[src/rtl/core/tpdt_pkg.sv]
package tpdt_pkg;

    localparam int TABLE_ENTRIES_DEF = 16;

    localparam int KEY_W  = 16;
    localparam int VAL_W  = 16;
    localparam int THR_W  = 15;
    localparam int CIDX_W = 2;

    // item kinds
    localparam logic [1:0] KIND_RECORD = 2'd0;
    localparam logic [1:0] KIND_DUMP   = 2'd1;
    localparam logic [1:0] KIND_CLEAR  = 2'd2;

    // result status codes
    localparam logic [2:0] ST_NEW   = 3'd0;
    localparam logic [2:0] ST_ACC   = 3'd1;
    localparam logic [2:0] ST_FILT  = 3'd2;
    localparam logic [2:0] ST_FULL  = 3'd3;
    localparam logic [2:0] ST_DENT  = 3'd4;
    localparam logic [2:0] ST_EMPTY = 3'd5;

    // register indexes
    localparam logic [CIDX_W-1:0] REG_MOOD_THR    = 2'd0;
    localparam logic [CIDX_W-1:0] REG_LOYALTY_THR = 2'd1;

    localparam logic [THR_W-1:0] MOOD_THR_RST    = 15'd819;
    localparam logic [THR_W-1:0] LOYALTY_THR_RST = 15'd614;

    typedef struct packed {
        logic [KEY_W-1:0]        key;
        logic signed [VAL_W-1:0] mood;
        logic signed [VAL_W-1:0] loyalty;
    } t_entry;

    typedef struct packed {
        logic rotate;   // take the neighbor's entry
        logic acc_en;   // passing record: matching cell accumulates
        logic new_en;   // passing record, no match, room left: free cell loads
    } t_cell_ctl;

endpackage

[src/rtl/core/tpdt_rec_if.sv]
interface tpdt_rec_if;
    import tpdt_pkg::*;

    logic                    valid;
    logic                    ready;
    logic [1:0]              kind;
    logic [KEY_W-1:0]        entry_key;
    logic signed [VAL_W-1:0] mood_delta;
    logic signed [VAL_W-1:0] loyalty_delta;
    logic [15:0]             tick_number;

    modport source (output valid, kind, entry_key, mood_delta, loyalty_delta, tick_number,
                    input ready);
    modport sink   (input valid, kind, entry_key, mood_delta, loyalty_delta, tick_number,
                    output ready);
endinterface

[src/rtl/core/tpdt_res_if.sv]
interface tpdt_res_if;
    import tpdt_pkg::*;

    logic                    valid;
    logic                    ready;
    logic [2:0]              status;
    logic [KEY_W-1:0]        out_key;
    logic signed [VAL_W-1:0] mood_total;
    logic signed [VAL_W-1:0] loyalty_total;
    logic [15:0]             out_tick;
    logic                    saturated;
    logic                    last;

    modport source (output valid, status, out_key, mood_total, loyalty_total, out_tick,
                    saturated, last, input ready);
    modport sink   (input valid, status, out_key, mood_total, loyalty_total, out_tick,
                    saturated, last, output ready);
endinterface

[src/rtl/core/tpdt_cell.sv]
module tpdt_cell
    import tpdt_pkg::*;
#(
    parameter int IDX = 0,
    parameter int CW  = 5
) (
    input  logic                    i_clk,
    input  t_cell_ctl               i_ctl,
    input  logic [CW-1:0]           i_count,
    input  logic [KEY_W-1:0]        i_key,
    input  logic signed [VAL_W-1:0] i_md,
    input  logic signed [VAL_W-1:0] i_ld,
    input  t_entry                  i_nbr,
    output t_entry                  o_entry,
    output logic                    o_hit,
    output t_entry                  o_upd,
    output logic                    o_clip
);

    t_entry           r_ent;
    logic             used;
    logic             slot_free;
    logic [VAL_W:0]   m_sum;
    logic [VAL_W:0]   l_sum;
    logic             m_clip;
    logic             l_clip;

    assign used      = CW'(IDX) < i_count;
    assign slot_free = CW'(IDX) == i_count;
    assign o_hit     = i_ctl.acc_en && used && (r_ent.key == i_key);

    // 17-bit sums, clip when the top two bits disagree
    assign m_sum  = {r_ent.mood[VAL_W-1], r_ent.mood} + {i_md[VAL_W-1], i_md};
    assign l_sum  = {r_ent.loyalty[VAL_W-1], r_ent.loyalty} + {i_ld[VAL_W-1], i_ld};
    assign m_clip = m_sum[VAL_W] != m_sum[VAL_W-1];
    assign l_clip = l_sum[VAL_W] != l_sum[VAL_W-1];

    always_comb begin
        o_upd.key = r_ent.key;
        if (m_clip) begin
            o_upd.mood = m_sum[VAL_W] ? {1'b1, {(VAL_W-1){1'b0}}} : {1'b0, {(VAL_W-1){1'b1}}};
        end else begin
            o_upd.mood = m_sum[VAL_W-1:0];
        end
        if (l_clip) begin
            o_upd.loyalty = l_sum[VAL_W] ? {1'b1, {(VAL_W-1){1'b0}}} : {1'b0, {(VAL_W-1){1'b1}}};
        end else begin
            o_upd.loyalty = l_sum[VAL_W-1:0];
        end
    end

    assign o_clip  = m_clip || l_clip;
    assign o_entry = r_ent;

    always_ff @(posedge i_clk) begin
        if (i_ctl.rotate) begin
            r_ent <= i_nbr;
        end else if (o_hit) begin
            r_ent <= o_upd;
        end else if (i_ctl.new_en && slot_free) begin
            r_ent.key     <= i_key;
            r_ent.mood    <= i_md;
            r_ent.loyalty <= i_ld;
        end
    end

endmodule

[src/rtl/core/thresholded_pair_delta_tracker_unit.sv]
// record and clear words: the execute state registers the result once the output is free;
// the next word is taken only back in idle. dump word: the dump state registers the entries
// one per cycle from cell 0 as the cell row rotates, holding on an output stall while stored
// entries remain; the row then rotates past the used cells before the next word is taken
// synchronous active-low reset clears the fill count, the controller and the output valid,
// and restores default thresholds; the entry cells are not cleared
module thresholded_pair_delta_tracker_unit
    import tpdt_pkg::*;
#(
    parameter int TABLE_ENTRIES = TABLE_ENTRIES_DEF
) (
    input  logic              i_clk,
    input  logic              i_rst_n,
    input  logic              i_cfg_we,
    input  logic [CIDX_W-1:0] i_cfg_idx,
    input  logic [THR_W-1:0]  i_cfg_data,
    tpdt_rec_if.sink          i_rec,
    tpdt_res_if.source        o_res
);

    localparam int CW = $clog2(TABLE_ENTRIES + 1);
    localparam int SW = (TABLE_ENTRIES > 1) ? $clog2(TABLE_ENTRIES) : 1;

    // controller states
    localparam logic [1:0] S_IDLE = 2'd0;
    localparam logic [1:0] S_EXEC = 2'd1;
    localparam logic [1:0] S_DUMP = 2'd2;

    logic [1:0]  r_state, n_state;
    logic [CW-1:0] r_count, n_count;
    logic [SW-1:0] r_step, n_step;

    // thresholds
    logic [THR_W-1:0] r_mood_thr;
    logic [THR_W-1:0] r_loy_thr;

    // captured input word
    logic [1:0]              r_kind;
    logic [KEY_W-1:0]        r_key;
    logic signed [VAL_W-1:0] r_md;
    logic signed [VAL_W-1:0] r_ld;
    logic [15:0]             r_tick;

    // output register
    logic                    r_out_valid, n_out_valid;
    logic [2:0]              r_status, n_status;
    logic [KEY_W-1:0]        r_okey, n_okey;
    logic signed [VAL_W-1:0] r_mtot, n_mtot;
    logic signed [VAL_W-1:0] r_ltot, n_ltot;
    logic [15:0]             r_otick, n_otick;
    logic                    r_sat, n_sat;
    logic                    r_last, n_last;

    logic      in_acc;
    logic      out_free;
    logic      ld_out;
    t_cell_ctl ctl;

    // cell row signals
    t_entry                   ent   [TABLE_ENTRIES];
    t_entry                   upd   [TABLE_ENTRIES];
    logic [TABLE_ENTRIES-1:0] hit;
    logic [TABLE_ENTRIES-1:0] clip;
    t_entry                   hit_ent;
    logic                     hit_clip;
    logic                     any_hit;

    // filter: magnitudes on 17 bits so the most negative delta passes any threshold
    logic [VAL_W:0] m_mag;
    logic [VAL_W:0] l_mag;
    logic           pass;
    logic           full;

    assign m_mag = r_md[VAL_W-1] ? (VAL_W+1)'(-{r_md[VAL_W-1], r_md}) : {1'b0, r_md};
    assign l_mag = r_ld[VAL_W-1] ? (VAL_W+1)'(-{r_ld[VAL_W-1], r_ld}) : {1'b0, r_ld};
    assign pass  = (m_mag > {2'b00, r_mood_thr}) || (l_mag > {2'b00, r_loy_thr});
    assign full  = r_count == CW'(TABLE_ENTRIES);

    assign i_rec.ready = r_state == S_IDLE;
    assign in_acc      = i_rec.valid && i_rec.ready;
    assign out_free    = !r_out_valid || o_res.ready;

    // cell control: record updates fire only in the execute cycle that loads the result
    always_comb begin
        ctl.acc_en = (r_state == S_EXEC) && (r_kind == KIND_RECORD) && out_free && pass;
        ctl.new_en = ctl.acc_en && !any_hit && !full;
        ctl.rotate = (r_state == S_DUMP) && ((CW'(r_step) >= r_count) || out_free);
    end

    // the row: cell i takes cell i+1 on a rotate, the far end wraps to cell 0
    for (genvar g = 0; g < TABLE_ENTRIES; g++) begin : g_cell
        tpdt_cell #(
            .IDX (g),
            .CW  (CW)
        ) u_cell (
            .i_clk   (i_clk),
            .i_ctl   (ctl),
            .i_count (r_count),
            .i_key   (r_key),
            .i_md    (r_md),
            .i_ld    (r_ld),
            .i_nbr   (ent[(g + 1) % TABLE_ENTRIES]),
            .o_entry (ent[g]),
            .o_hit   (hit[g]),
            .o_upd   (upd[g]),
            .o_clip  (clip[g])
        );
    end

    // keys are unique among used cells, so at most one hit: or-select its update
    always_comb begin
        hit_ent  = '0;
        hit_clip = 1'b0;
        for (int i = 0; i < TABLE_ENTRIES; i++) begin
            if (hit[i]) begin
                hit_ent  = hit_ent | upd[i];
                hit_clip = hit_clip | clip[i];
            end
        end
    end

    assign any_hit = |hit;

    // sequencing and result formation
    always_comb begin
        n_state     = r_state;
        n_count     = r_count;
        n_step      = r_step;
        n_out_valid = r_out_valid && !o_res.ready;
        n_status    = r_status;
        n_okey      = r_okey;
        n_mtot      = r_mtot;
        n_ltot      = r_ltot;
        n_otick     = r_otick;
        n_sat       = r_sat;
        n_last      = r_last;
        ld_out      = 1'b0;

        case (r_state)
            S_IDLE: begin
                if (in_acc) begin
                    if (i_rec.kind inside {KIND_RECORD, KIND_DUMP, KIND_CLEAR}) begin
                        n_state = S_EXEC;
                    end
                    // unused kind: word is swallowed, nothing happens
                end
            end
            S_EXEC: begin
                if (out_free) begin
                    ld_out  = 1'b1;
                    n_okey  = r_key;
                    n_mtot  = '0;
                    n_ltot  = '0;
                    n_otick = '0;
                    n_sat   = 1'b0;
                    n_last  = 1'b1;
                    n_state = S_IDLE;
                    if (r_kind == KIND_RECORD) begin
                        if (!pass) begin
                            n_status = ST_FILT;
                        end else if (any_hit) begin
                            n_status = ST_ACC;
                            n_mtot   = hit_ent.mood;
                            n_ltot   = hit_ent.loyalty;
                            n_sat    = hit_clip;
                        end else if (full) begin
                            n_status = ST_FULL;
                        end else begin
                            n_status = ST_NEW;
                            n_mtot   = r_md;
                            n_ltot   = r_ld;
                            n_count  = r_count + CW'(1);
                        end
                    end else if (r_kind == KIND_DUMP && r_count != '0) begin
                        // hand over to the rotating dump, no result here
                        ld_out  = 1'b0;
                        n_state = S_DUMP;
                        n_step  = '0;
                    end else begin
                        // clear, or dump of an empty table
                        n_status = ST_EMPTY;
                        n_okey   = '0;
                        n_otick  = r_tick;
                        if (r_kind == KIND_CLEAR) begin
                            n_count = '0;
                        end
                    end
                end
            end
            S_DUMP: begin
                if (ctl.rotate) begin
                    if (CW'(r_step) < r_count) begin
                        ld_out   = 1'b1;
                        n_status = ST_DENT;
                        n_okey   = ent[0].key;
                        n_mtot   = ent[0].mood;
                        n_ltot   = ent[0].loyalty;
                        n_otick  = r_tick;
                        n_sat    = 1'b0;
                        n_last   = (CW'(r_step) + CW'(1)) == r_count;
                    end
                    // keep rotating past the used cells so the row ends in order
                    if (r_step == SW'(TABLE_ENTRIES - 1)) begin
                        n_state = S_IDLE;
                    end else begin
                        n_step = r_step + SW'(1);
                    end
                end
            end
            default: begin
                n_state = S_IDLE;
            end
        endcase

        if (ld_out) begin
            n_out_valid = 1'b1;
        end
    end

    always_ff @(posedge i_clk) begin
        if (!i_rst_n) begin
            r_state     <= S_IDLE;
            r_count     <= '0;
            r_step      <= '0;
            r_out_valid <= 1'b0;
            r_mood_thr  <= MOOD_THR_RST;
            r_loy_thr   <= LOYALTY_THR_RST;
        end else begin
            r_state     <= n_state;
            r_count     <= n_count;
            r_step      <= n_step;
            r_out_valid <= n_out_valid;
            if (i_cfg_we) begin
                if (i_cfg_idx == REG_MOOD_THR) begin
                    r_mood_thr <= i_cfg_data;
                end else if (i_cfg_idx == REG_LOYALTY_THR) begin
                    r_loy_thr <= i_cfg_data;
                end
            end
        end
    end

    // payload registers
    always_ff @(posedge i_clk) begin
        if (in_acc) begin
            r_kind <= i_rec.kind;
            r_key  <= i_rec.entry_key;
            r_md   <= i_rec.mood_delta;
            r_ld   <= i_rec.loyalty_delta;
            r_tick <= i_rec.tick_number;
        end
        r_status <= n_status;
        r_okey   <= n_okey;
        r_mtot   <= n_mtot;
        r_ltot   <= n_ltot;
        r_otick  <= n_otick;
        r_sat    <= n_sat;
        r_last   <= n_last;
    end

    assign o_res.valid         = r_out_valid;
    assign o_res.status        = r_status;
    assign o_res.out_key       = r_okey;
    assign o_res.mood_total    = r_mtot;
    assign o_res.loyalty_total = r_ltot;
    assign o_res.out_tick      = r_otick;
    assign o_res.saturated     = r_sat;
    assign o_res.last          = r_last;

    // fill count never passes the table size
    a_count_bound: assert property (@(posedge i_clk) disable iff (!i_rst_n)
        r_count <= CW'(TABLE_ENTRIES))
        else $error("fill count beyond table size");

    // stored keys stay unique, so a record matches at most one cell
    a_one_hit: assert property (@(posedge i_clk) disable iff (!i_rst_n)
        $onehot0(hit))
        else $error("record matched more than one cell");

    // a dump is only walked with something in the table
    a_dump_nonempty: assert property (@(posedge i_clk) disable iff (!i_rst_n)
        (r_state == S_DUMP) |-> (r_count != '0))
        else $error("dump walk on empty table");

    // a new result never overwrites one still waiting
    a_no_overwrite: assert property (@(posedge i_clk) disable iff (!i_rst_n)
        ld_out |-> (!r_out_valid || o_res.ready))
        else $error("result register overwritten");

endmodule
[src/flat_wrapper.sv]
// flat-port wrapper written by rule: the top's interface ports become plain ports
module thresholded_pair_delta_tracker_unit_flat import tpdt_pkg::*;
#(
    parameter int TABLE_ENTRIES = TABLE_ENTRIES_DEF
)
  (i_clk, i_rst_n, i_cfg_we, i_cfg_idx, i_cfg_data, i_rec_valid, i_rec_kind, i_rec_entry_key, i_rec_mood_delta, i_rec_loyalty_delta, i_rec_tick_number, i_rec_ready, o_res_valid, o_res_status, o_res_out_key, o_res_mood_total, o_res_loyalty_total, o_res_out_tick, o_res_saturated, o_res_last, o_res_ready);
  tpdt_rec_if i_rec_i ();
  tpdt_res_if o_res_i ();
  input  logic i_clk;
  input  logic i_rst_n;
  input  logic i_cfg_we;
  input  logic [CIDX_W-1:0] i_cfg_idx;
  input  logic [THR_W-1:0] i_cfg_data;
  input wire logic [$bits(i_rec_i.valid)-1:0] i_rec_valid;
  input wire logic [$bits(i_rec_i.kind)-1:0] i_rec_kind;
  input wire logic [$bits(i_rec_i.entry_key)-1:0] i_rec_entry_key;
  input wire logic [$bits(i_rec_i.mood_delta)-1:0] i_rec_mood_delta;
  input wire logic [$bits(i_rec_i.loyalty_delta)-1:0] i_rec_loyalty_delta;
  input wire logic [$bits(i_rec_i.tick_number)-1:0] i_rec_tick_number;
  output wire logic [$bits(i_rec_i.ready)-1:0] i_rec_ready;
  output wire logic [$bits(o_res_i.valid)-1:0] o_res_valid;
  output wire logic [$bits(o_res_i.status)-1:0] o_res_status;
  output wire logic [$bits(o_res_i.out_key)-1:0] o_res_out_key;
  output wire logic [$bits(o_res_i.mood_total)-1:0] o_res_mood_total;
  output wire logic [$bits(o_res_i.loyalty_total)-1:0] o_res_loyalty_total;
  output wire logic [$bits(o_res_i.out_tick)-1:0] o_res_out_tick;
  output wire logic [$bits(o_res_i.saturated)-1:0] o_res_saturated;
  output wire logic [$bits(o_res_i.last)-1:0] o_res_last;
  input wire logic [$bits(o_res_i.ready)-1:0] o_res_ready;
  assign i_rec_i.valid = i_rec_valid;
  assign i_rec_i.kind = i_rec_kind;
  assign i_rec_i.entry_key = i_rec_entry_key;
  assign i_rec_i.mood_delta = i_rec_mood_delta;
  assign i_rec_i.loyalty_delta = i_rec_loyalty_delta;
  assign i_rec_i.tick_number = i_rec_tick_number;
  assign i_rec_ready = i_rec_i.ready;
  assign o_res_valid = o_res_i.valid;
  assign o_res_status = o_res_i.status;
  assign o_res_out_key = o_res_i.out_key;
  assign o_res_mood_total = o_res_i.mood_total;
  assign o_res_loyalty_total = o_res_i.loyalty_total;
  assign o_res_out_tick = o_res_i.out_tick;
  assign o_res_saturated = o_res_i.saturated;
  assign o_res_last = o_res_i.last;
  assign o_res_i.ready = o_res_ready;
  thresholded_pair_delta_tracker_unit #(.TABLE_ENTRIES(TABLE_ENTRIES)) u_core (.i_clk(i_clk), .i_rst_n(i_rst_n), .i_cfg_we(i_cfg_we), .i_cfg_idx(i_cfg_idx), .i_cfg_data(i_cfg_data), .i_rec(i_rec_i), .o_res(o_res_i));
endmodule
[config.mk]
export PLATFORM = sky130hd
export DESIGN_NAME = thresholded_pair_delta_tracker_unit_flat
export DESIGN_NICKNAME = d
export VERILOG_FILES = /design/src/rtl/core/tpdt_pkg.sv /design/src/rtl/core/tpdt_rec_if.sv /design/src/rtl/core/tpdt_res_if.sv /design/src/rtl/core/tpdt_cell.sv /design/src/rtl/core/thresholded_pair_delta_tracker_unit.sv /design/src/flat_wrapper.sv
export SDC_FILE = /design/constraint.sdc
export NUM_CORES = 2
export LEC_CHECK = 0
export ABC_AREA = 1
export BUFFER_PORTS_ARGS = -buffer_cell sky130_fd_sc_hd__clkbuf_2
export CORE_MARGIN = 3
export CORE_UTILIZATION = 25
export DETAILED_ROUTE_END_ITERATION = 16
export SYNTH_ARGS = -nofsm -noshare
export SYNTH_HDL_FRONTEND = slang
export SYNTH_SLANG_ARGS = --single-unit
[constraint.sdc]
create_clock -name i_clk -period 6.8 [get_ports i_clk]
set_clock_uncertainty 0.1 [all_clocks]
set_input_delay 0.34 -clock i_clk [delete_from_list [all_inputs] [get_ports i_clk]]
set_output_delay 0.34 -clock i_clk [all_outputs]
set_load 0.02 [all_outputs]
* After elaboration in Yosys (flattened, before gate mapping)
Cells that the tools add are included.
** Cells by class
- Add/sub/neg operators :: 37
- Muxes and demuxes :: 221
- Equality and inequality tests :: 103
- Magnitude comparators :: 20
- Reduce and logical (&&, ||, !) cells :: 145
- Bitwise logic cells :: 31
** Operators by type and width (count)
- 2-to-1 mux 48 bit :: 48
- 2-to-1 mux 16 bit :: 88
- adder 16 x 16 -> 17 bit :: 32
- 2-to-1 mux 32 bit :: 16
- OR 32 bit :: 15
- equality test 16 bit :: 16
- case mux 16 bit (2 select lines) :: 4
- logical AND 1 bit :: 57
- nonzero test 3 bit :: 17
- equality test 4 x 5 -> 1 bit (first input constant) :: 8
- < comparator 4 x 5 -> 1 bit (first input constant) :: 8
- != test 2 x 1 -> 1 bit (second input constant) :: 20
- nonzero test 2 bit :: 18
- greater-than comparator 17 x 15 -> 1 bit :: 2
- 2-to-1 mux 17 bit :: 2
- negator 17 bit :: 2
- AND reduction 2 bit :: 17
- != test 1 bit :: 32
- 2-to-1 mux 1 bit :: 31
- 2-to-1 mux 5 bit :: 6
- 2-to-1 mux 3 bit :: 7
- equality test 3 x 5 -> 1 bit (first input constant) :: 4
- < comparator 3 x 5 -> 1 bit (first input constant) :: 4
- 2-to-1 mux 4 bit :: 5
- 34 further kinds :: 98
** Word-level totals
- Word-level logic and storage cells :: 623
- Bits in registers :: 945
- Output and inout port bits :: 71
- Input bits :: 88

* Longest topological paths before layout
- Depth after elaboration :: 43
- Depth in mapped cells :: 36
- Mapped depth without buffers :: 34

* By module
From an unflattened synthesis, not the netlist that was laid out.
** Unflattened totals
- Cell total of the unflattened synthesis :: 13010
- Area total of the unflattened synthesis :: 91743.0 um^2
** By module, submodules not included
- thresholded_pair_delta_tracker_unit :: instances 1, area each 11786.3 um^2, cells an instance 1473, seq. area each 4894.7 um^2
- tpdt_cell at u_core.g_cell[5].u_cell :: instances 1, area each 5153.7 um^2, cells an instance 727, seq. area each 1441.4 um^2
- tpdt_cell at u_core.g_cell[12].u_cell :: instances 1, area each 5133.7 um^2, cells an instance 718, seq. area each 1441.4 um^2
- tpdt_cell at u_core.g_cell[15].u_cell :: instances 1, area each 5043.6 um^2, cells an instance 724, seq. area each 1441.4 um^2
- tpdt_cell at u_core.g_cell[6].u_cell :: instances 1, area each 5032.3 um^2, cells an instance 719, seq. area each 1441.4 um^2
- tpdt_cell at u_core.g_cell[11].u_cell :: instances 1, area each 5004.8 um^2, cells an instance 724, seq. area each 1441.4 um^2
- tpdt_cell at u_core.g_cell[3].u_cell :: instances 1, area each 4994.8 um^2, cells an instance 718, seq. area each 1441.4 um^2
- tpdt_cell at u_core.g_cell[1].u_cell :: instances 1, area each 4992.3 um^2, cells an instance 721, seq. area each 1441.4 um^2
- tpdt_cell at u_core.g_cell[2].u_cell :: instances 1, area each 4989.8 um^2, cells an instance 727, seq. area each 1441.4 um^2
- tpdt_cell at u_core.g_cell[4].u_cell :: instances 1, area each 4987.3 um^2, cells an instance 717, seq. area each 1441.4 um^2
- tpdt_cell at u_core.g_cell[7].u_cell :: instances 1, area each 4983.5 um^2, cells an instance 710, seq. area each 1441.4 um^2
- tpdt_cell at u_core.g_cell[13].u_cell :: instances 1, area each 4964.8 um^2, cells an instance 728, seq. area each 1441.4 um^2
- tpdt_cell at u_core.g_cell[14].u_cell :: instances 1, area each 4959.8 um^2, cells an instance 729, seq. area each 1441.4 um^2
- tpdt_cell at u_core.g_cell[0].u_cell :: instances 1, area each 4941.0 um^2, cells an instance 716, seq. area each 1441.4 um^2
- +3 rows

* Least setup slack after synthesis
No wires, ideal clock.
- Path kind :: register -> register
- From :: register u_core.r_count[2]
- To :: register u_core.r_last (netlist: u_core.o_res.last), enable pin
- Setup time :: 0.588 ns
- Data arrival time :: 6.429 ns
- Cell stages (with the launch flop) :: 11
- Clock period less this slack :: 7.117 ns
- Setup slack :: -0.317 ns
- Buffers on the path :: 1
- Required time :: 6.112 ns
- Path through :: dfxtp_1 buf_2 inv_1 ha_1 a21oi_1 or2_2 o221ai_1 inv_1 nand3_1 o21ai_0 a211oi_1
** Between the ends
- Word-level cells in the longest chain between the ends :: 5
- Elaborated cells between the ends (all ways) :: 7
- Classes of those cells :: order compare (2); eq/ne (2); reduce/logical (3)
** RTL lines
- start: declaration :: RTL line thresholded_pair_delta_tracker_unit.sv:30 : logic [CW-1:0] r_count, n_count;
- start signal: assignment :: RTL line thresholded_pair_delta_tracker_unit.sv:230 : r_count <= n_count;
- greater-or-equal comparator 4 x 5 -> 1 bit :: RTL line thresholded_pair_delta_tracker_unit.sv:87 : ctl.rotate = (r_state == S_DUMP) && ((CW'(r_step) >= r_count) || out_free);
- logical OR 1 bit :: RTL line thresholded_pair_delta_tracker_unit.sv:87
- logical AND 1 bit :: RTL line thresholded_pair_delta_tracker_unit.sv:87
- != test 2 x 1 -> 1 bit (no source line)
- AND reduction 4 bit (no source line) *
- end signal: assignment :: RTL line thresholded_pair_delta_tracker_unit.sv:258 : r_last <= n_last;
- end: declaration :: RTL line thresholded_pair_delta_tracker_unit.sv:52 : logic r_last, n_last;
Every way passes the cells marked *; elsewhere a longest branch is shown, timed or not.
A chain may end at the register's enable or synchronous reset.

* Final worst setup path
- From :: register u_core.r_ld[5]
- To :: register u_core.r_ltot[11] (netlist: u_core.o_res.loyalty_total[11]) (data pin)
** Between the ends
- Word-level cells in the longest chain between the ends :: 43
- Elaborated cells between the ends (all ways) :: 138
- Classes of those cells :: add/sub (17); order compare (1); eq/ne (16); mux (54); bitwise (15); reduce/logical (35)
** RTL lines
- start: declaration :: RTL line thresholded_pair_delta_tracker_unit.sv:41 : logic signed [VAL_W-1:0] r_ld;
- start signal: assignment :: RTL line thresholded_pair_delta_tracker_unit.sv:249 : r_ld <= i_rec.loyalty_delta;
- negator 17 bit :: RTL line thresholded_pair_delta_tracker_unit.sv:75 : assign l_mag = r_ld[VAL_W-1] ? (VAL_W+1)'(-{r_ld[VAL_W-1], r_ld}) : {1'b0, r_ld};
- 2-to-1 mux 17 bit :: RTL line thresholded_pair_delta_tracker_unit.sv:75
- greater-than comparator 17 x 15 -> 1 bit :: RTL line thresholded_pair_delta_tracker_unit.sv:76 : assign pass = (m_mag > {2'b00, r_mood_thr}) || (l_mag > {2'b00, r_loy_thr});
- logical OR 1 bit :: RTL line thresholded_pair_delta_tracker_unit.sv:76
- logical AND 1 bit :: RTL line thresholded_pair_delta_tracker_unit.sv:85 : ctl.acc_en = (r_state == S_EXEC) && (r_kind == KIND_RECORD) && out_free && pass;
- logical AND 1 bit (2 in a row) :: RTL line tpdt_cell.sv:30 : assign o_hit = i_ctl.acc_en && used && (r_ent.key == i_key);
- 2-to-1 mux 32 bit :: RTL line thresholded_pair_delta_tracker_unit.sv:115 : if (hit[i]) begin
- OR 32 bit :: RTL line thresholded_pair_delta_tracker_unit.sv:116 : hit_ent = hit_ent | upd[i];
- (+27 left out)
- OR 32 bit :: RTL line thresholded_pair_delta_tracker_unit.sv:116
- 2-to-1 mux 32 bit :: RTL line thresholded_pair_delta_tracker_unit.sv:115
- 2-to-1 mux 16 bit :: RTL line thresholded_pair_delta_tracker_unit.sv:161 : end else if (any_hit) begin
- 2-to-1 mux 16 bit * :: RTL line thresholded_pair_delta_tracker_unit.sv:159 : if (!pass) begin
- 2-to-1 mux 16 bit * :: RTL line thresholded_pair_delta_tracker_unit.sv:158 : if (r_kind == KIND_RECORD) begin
- 2-to-1 mux 16 bit * :: RTL line thresholded_pair_delta_tracker_unit.sv:149 : if (out_free) begin
- case mux 16 bit (2 select lines) * :: RTL line thresholded_pair_delta_tracker_unit.sv:139 : case (r_state)
- named net u_core.n_ltot[11] :: RTL line thresholded_pair_delta_tracker_unit.sv:49 : logic signed [VAL_W-1:0] r_ltot, n_ltot;
- end signal: assignment :: RTL line thresholded_pair_delta_tracker_unit.sv:255 : r_ltot <= n_ltot;
- end: declaration :: RTL line thresholded_pair_delta_tracker_unit.sv:49
The timed path passes the listed nets; every way through them passes the cells marked *. The select of a mux whose other input is x is not followed.

==> impl_metrics.csv <==
group,metric,value,unit
outcome,outcome,"finished clean",
sta,rsz0062_at_grt,"no",
floorplanning,die_h,566,um
route,dr.pass1.iters,9,
sta,min_period,5.98,ns
grt,grt.total_usage,22.7,%
cells_and_area,nets,11300,
synth,synthArstFlopShare,0,%
clocking,clkLatencyLatePin,0.81,ns
synth,synth_most_common_cell,"nand2_1",
setup_path,slowest_stage,"inv_1",
synth,synth_common_cells,"2415 x nand2_1, 1295 x a21oi_1, 1013 x inv_1, 915 x nor2_1, 903 x edfxtp_1",
grt,gr-total-overflow,0,
route,viasPerCell,5.38,
min_path,min_path_type,"input port to flop",
synth,synth_area_leaders,"edfxtp_1 35%, nand2_1 12%, ha_1 8.9%, a21oi_1 8.3%, o21ai_0 4.9%",
route,first_iter_violations,11000,
sta,worst_pin_slew,1.41,ns
floorplanning,die_x,566,um
grt,use_met3,4.71,%
synth,syn_area_per_cell,7.51,um^2
route,wl_per_cell,25.7,um
route,drc_errors,0,
synth,synth_top_area_cell,"edfxtp_1",
synth,synthDistinctLibCells,72,
route,antenna_left,0,
power_and_ir_drop,peakVddDrop,0.290,mV
clocking,clk_path_buf_depth,3,
sta,hold_viol_final,0,
sta,finalWorstSetupSlack,0.819,ns
setup_path,arrival,6.40,ns
grt,grt_pass1_vias,74100,
sta,maxSlewHeadroom,5.68,%
power_and_ir_drop,power,39.2,mW
clocking,cts_resized,0,
setup_path,r2r_slack,0.82,ns
clocking,cts_tree,"built",
setup_path,slowest_delay,0.63,ns
floorplanning,die_area,320000,um^2
synth,synth_seq_area_share,35.7,%
setup_path,rr_startpoint,"u_core.r_ld[5]$_DFFE_PP_",
sta,fmax,167,MHz
min_path,worst_hold_path.num_cells,1,
sta,tns,0,ns
placement,gp_congestion,1.04,
setup_path,worst_path_most_repeated_cell,"nand2_1",
placement,preCtsSetupSlack,1.14,ns
setup_path,reg2reg_depth,29,
synth,ys_ff_latch,945,
route,drt_wl_total,384,mm
setup_path,cp-start-kind,"flop",
clocking,clockRootBuffer,"clkbuf_16",
clocking,cts_max_level,3,
synth,ys.flop_type,"edfxtp_1",
grt,use_met2,34.3,%
power_and_ir_drop,power_density,436,nW/um^2
setup_path,path_class,"flop to flop",
floorplanning,rows,205,
cells_and_area,drive_above_1_share,6.84,%
setup_path,cp_num_buf_inv,5,
synth,synth_top_area_share,34.6,%
power_and_ir_drop,leakage,39.4,nW
setup_path,worst_setup_path_end_kind,"flop",
sta,setup_violations,0,
job,cap_violations,0,
grt,antenna_found_initial,25,
clocking,clkTransAtPathRegs,0.07,ns
synth,synthesis.nets,11100,
synth,syn_inst,10400,
min_path,min_from,"i_rec_loyalty_delta[3]",
min_path,min_to,"u_core.r_ld[3]$_DFFE_PP_",
setup_path,worstPathMaxFanout,25,
grt,gr-usage-met1,29.3,%
clocking,cts_buffers,111,
clocking,cts_num_sinks,945,
setup_path,cp.required,7.22,ns
floorplanning,io_pins,159,
floorplanning,core-area,312000,um^2
placement,dp_hpwl,290,mm
grt,grt_pass1_wl,536,mm
floorplanning,initial_core_util,25.1,%
setup_path,cp_top_family,"simple AND/OR/NAND/NOR gates",
setup_path,reg2reg_to,"u_core.o_res.loyalty_total[11]$_DFFE_PP_",
synth,synth_edf_count,903,
placement,port_buffers,158,
synth,synthesis.area,78400,um^2
synth,yosys_warnings,0,
cells_and_area,syn_to_final_growth,14.6,%
sta,post-route-period-util,88.0,%
cells_and_area,postLayoutCoreUtil,28.8,%
setup_path,crit_cells,29,
cells_and_area,fillerInstances,33900,
route,routed-via-count,80300,
grt,grt_max_degree,111,
sta,slew_viol_final,0,
grt,top_usage_layer,"met2",
## kinds of logic after synthesis
logic type	synth area share, %
buffers and inverters	7.44
DFF	35.7
and+or+nand+nor	22.2
AOI/OAI and AO/OA	18.6
adders and majority gates	9.67
xor gates and xnor gates	6.43
## through the flow
| stage | hold WS [ns] | std cells | area [um^2] |
|---|---|---|---|
| 6_report | 0.0685 | 14900 | 89900 |
| 5_1_grt | 0.0265 | 14900 | 89900 |
| 4_1_cts | 0.000916 | 14900 | 89700 |
| 3_5_place_dp | 0.355 | 14600 | 85100 |
| 3_3_place_gp | 0.354 | 14600 | 85100 |
| 2_1_floorplan | 0.335 | 10400 | 78400 |
## worst max-delay path by stage
stage,startpoint,to,slack (ns)
after detailed placement,u_core.r_ld[5]$_DFFE_PP_,u_core.o_res.mood_total[12]$_DFFE_PP_,1.14
after CTS,u_core.r_ld[5]$_DFFE_PP_,u_core.o_res.mood_total[12]$_DFFE_PP_,1.12
after floorplan,u_core.r_md[1]$_DFFE_PP_,u_core.g_cell[15].u_cell.o_entry[0]$_DFFE_PP_,0.97
after global routing,u_core.r_md[0]$_DFFE_PP_,u_core.o_res.mood_total[1]$_DFFE_PP_,0.66
final,u_core.r_ld[5]$_DFFE_PP_,u_core.o_res.loyalty_total[11]$_DFFE_PP_,0.82
after global placement,u_core.r_md[4]$_DFFE_PP_,u_core.o_res.saturated$_SDFFCE_PP0P_,1.08
## area by class of cell
cell class	instances	area [um^2]	share of cell area, %
diodes	53	133	0.148
clock buffers	139	2990	3.32
clock inverters	70	721	0.802
inverters	1049	3960	4.41
multi-input cells	8019	44800	49.8
flip-flops and latches	945	28000	31.1
well taps	4140	5180	5.76
repair buffers	516	4150	4.62
## power by group
group	internal [mW]	switching (mW)
combinational	6.85	15.5
sequential	8.94	1.55
clock	3.51	2.90
total	19.3	19.9
## per-layer routing
layer / wire [um] / share of wire (%) / vias to the layer above
met2: 163000 / 42 / 4918
met5: 58 / 0.015 / -
met3: 41200 / 11 / 949
met1: 151000 / 39 / 38100
li1: - / - / 36400
met4: 28700 / 7.5 / 10
## placed cells by master, fill, tap and decap left out, types with 26 or more instances in the layout
cell type	instances
nor2_1	913
a31oi_1	54
nor4_1	39
diode_2	53
a21boi_0	38
inv_1	1009
a21o_1	71
nor3_1	105
buf_12	35
nand4_1	144
o31ai_1	40
o22ai_1	239
a21oi_1	1295
clkbuf_2	158
dlygate4sd3_1	95
o22a_1	30
o21bai_1	26
ha_1	554
buf_4	228
clkbuf_16	112
clkinv_1	30
o21ai_0	766
fa_1	32
nand2_1	2412
o21ai_1	32
nand3_1	424
xnor2_1	214
dfxtp_1	42
edfxtp_1	903
xor2_1	362
## sequential cells by signal, summed over array words and instances, names as in the netlist, 3 cells and up
signal and cells:
u_core.r_tick 16, u_core.o_res.out_key 16, u_core.r_mood_thr 15, u_core.r_loy_thr 15, u_core.r_key 16, u_core.r_step 4, u_core.o_res.out_tick 16, u_core.r_md 16
u_core.g_cell.u_cell.o_entry 768, u_core.r_ld 16, u_core.o_res.status 3, u_core.o_res.mood_total 16, u_core.r_count 5, u_core.o_res.loyalty_total 16
## timing repair
action,4_1_cts,5_1_grt
buffers inserted,0,0
hold endpoints to repair,94,2
hold buffers,93,2
## worst register-to-register path: cells and delay by family, from the launching register on
| kind | cells | cell delay [ns] |
|---|---|---|
| simple gates | 19 | 2.93 |
| buf+inv | 5 | 1.40 |
| compound gates | 3 | 0.41 |
| flops | 1 | 0.39 |
| fa+ha+maj | 1 | 0.28 |
| xor+xnor | 1 | 0.21 |
No activity file was read; power rests on OpenSTA's default activity.
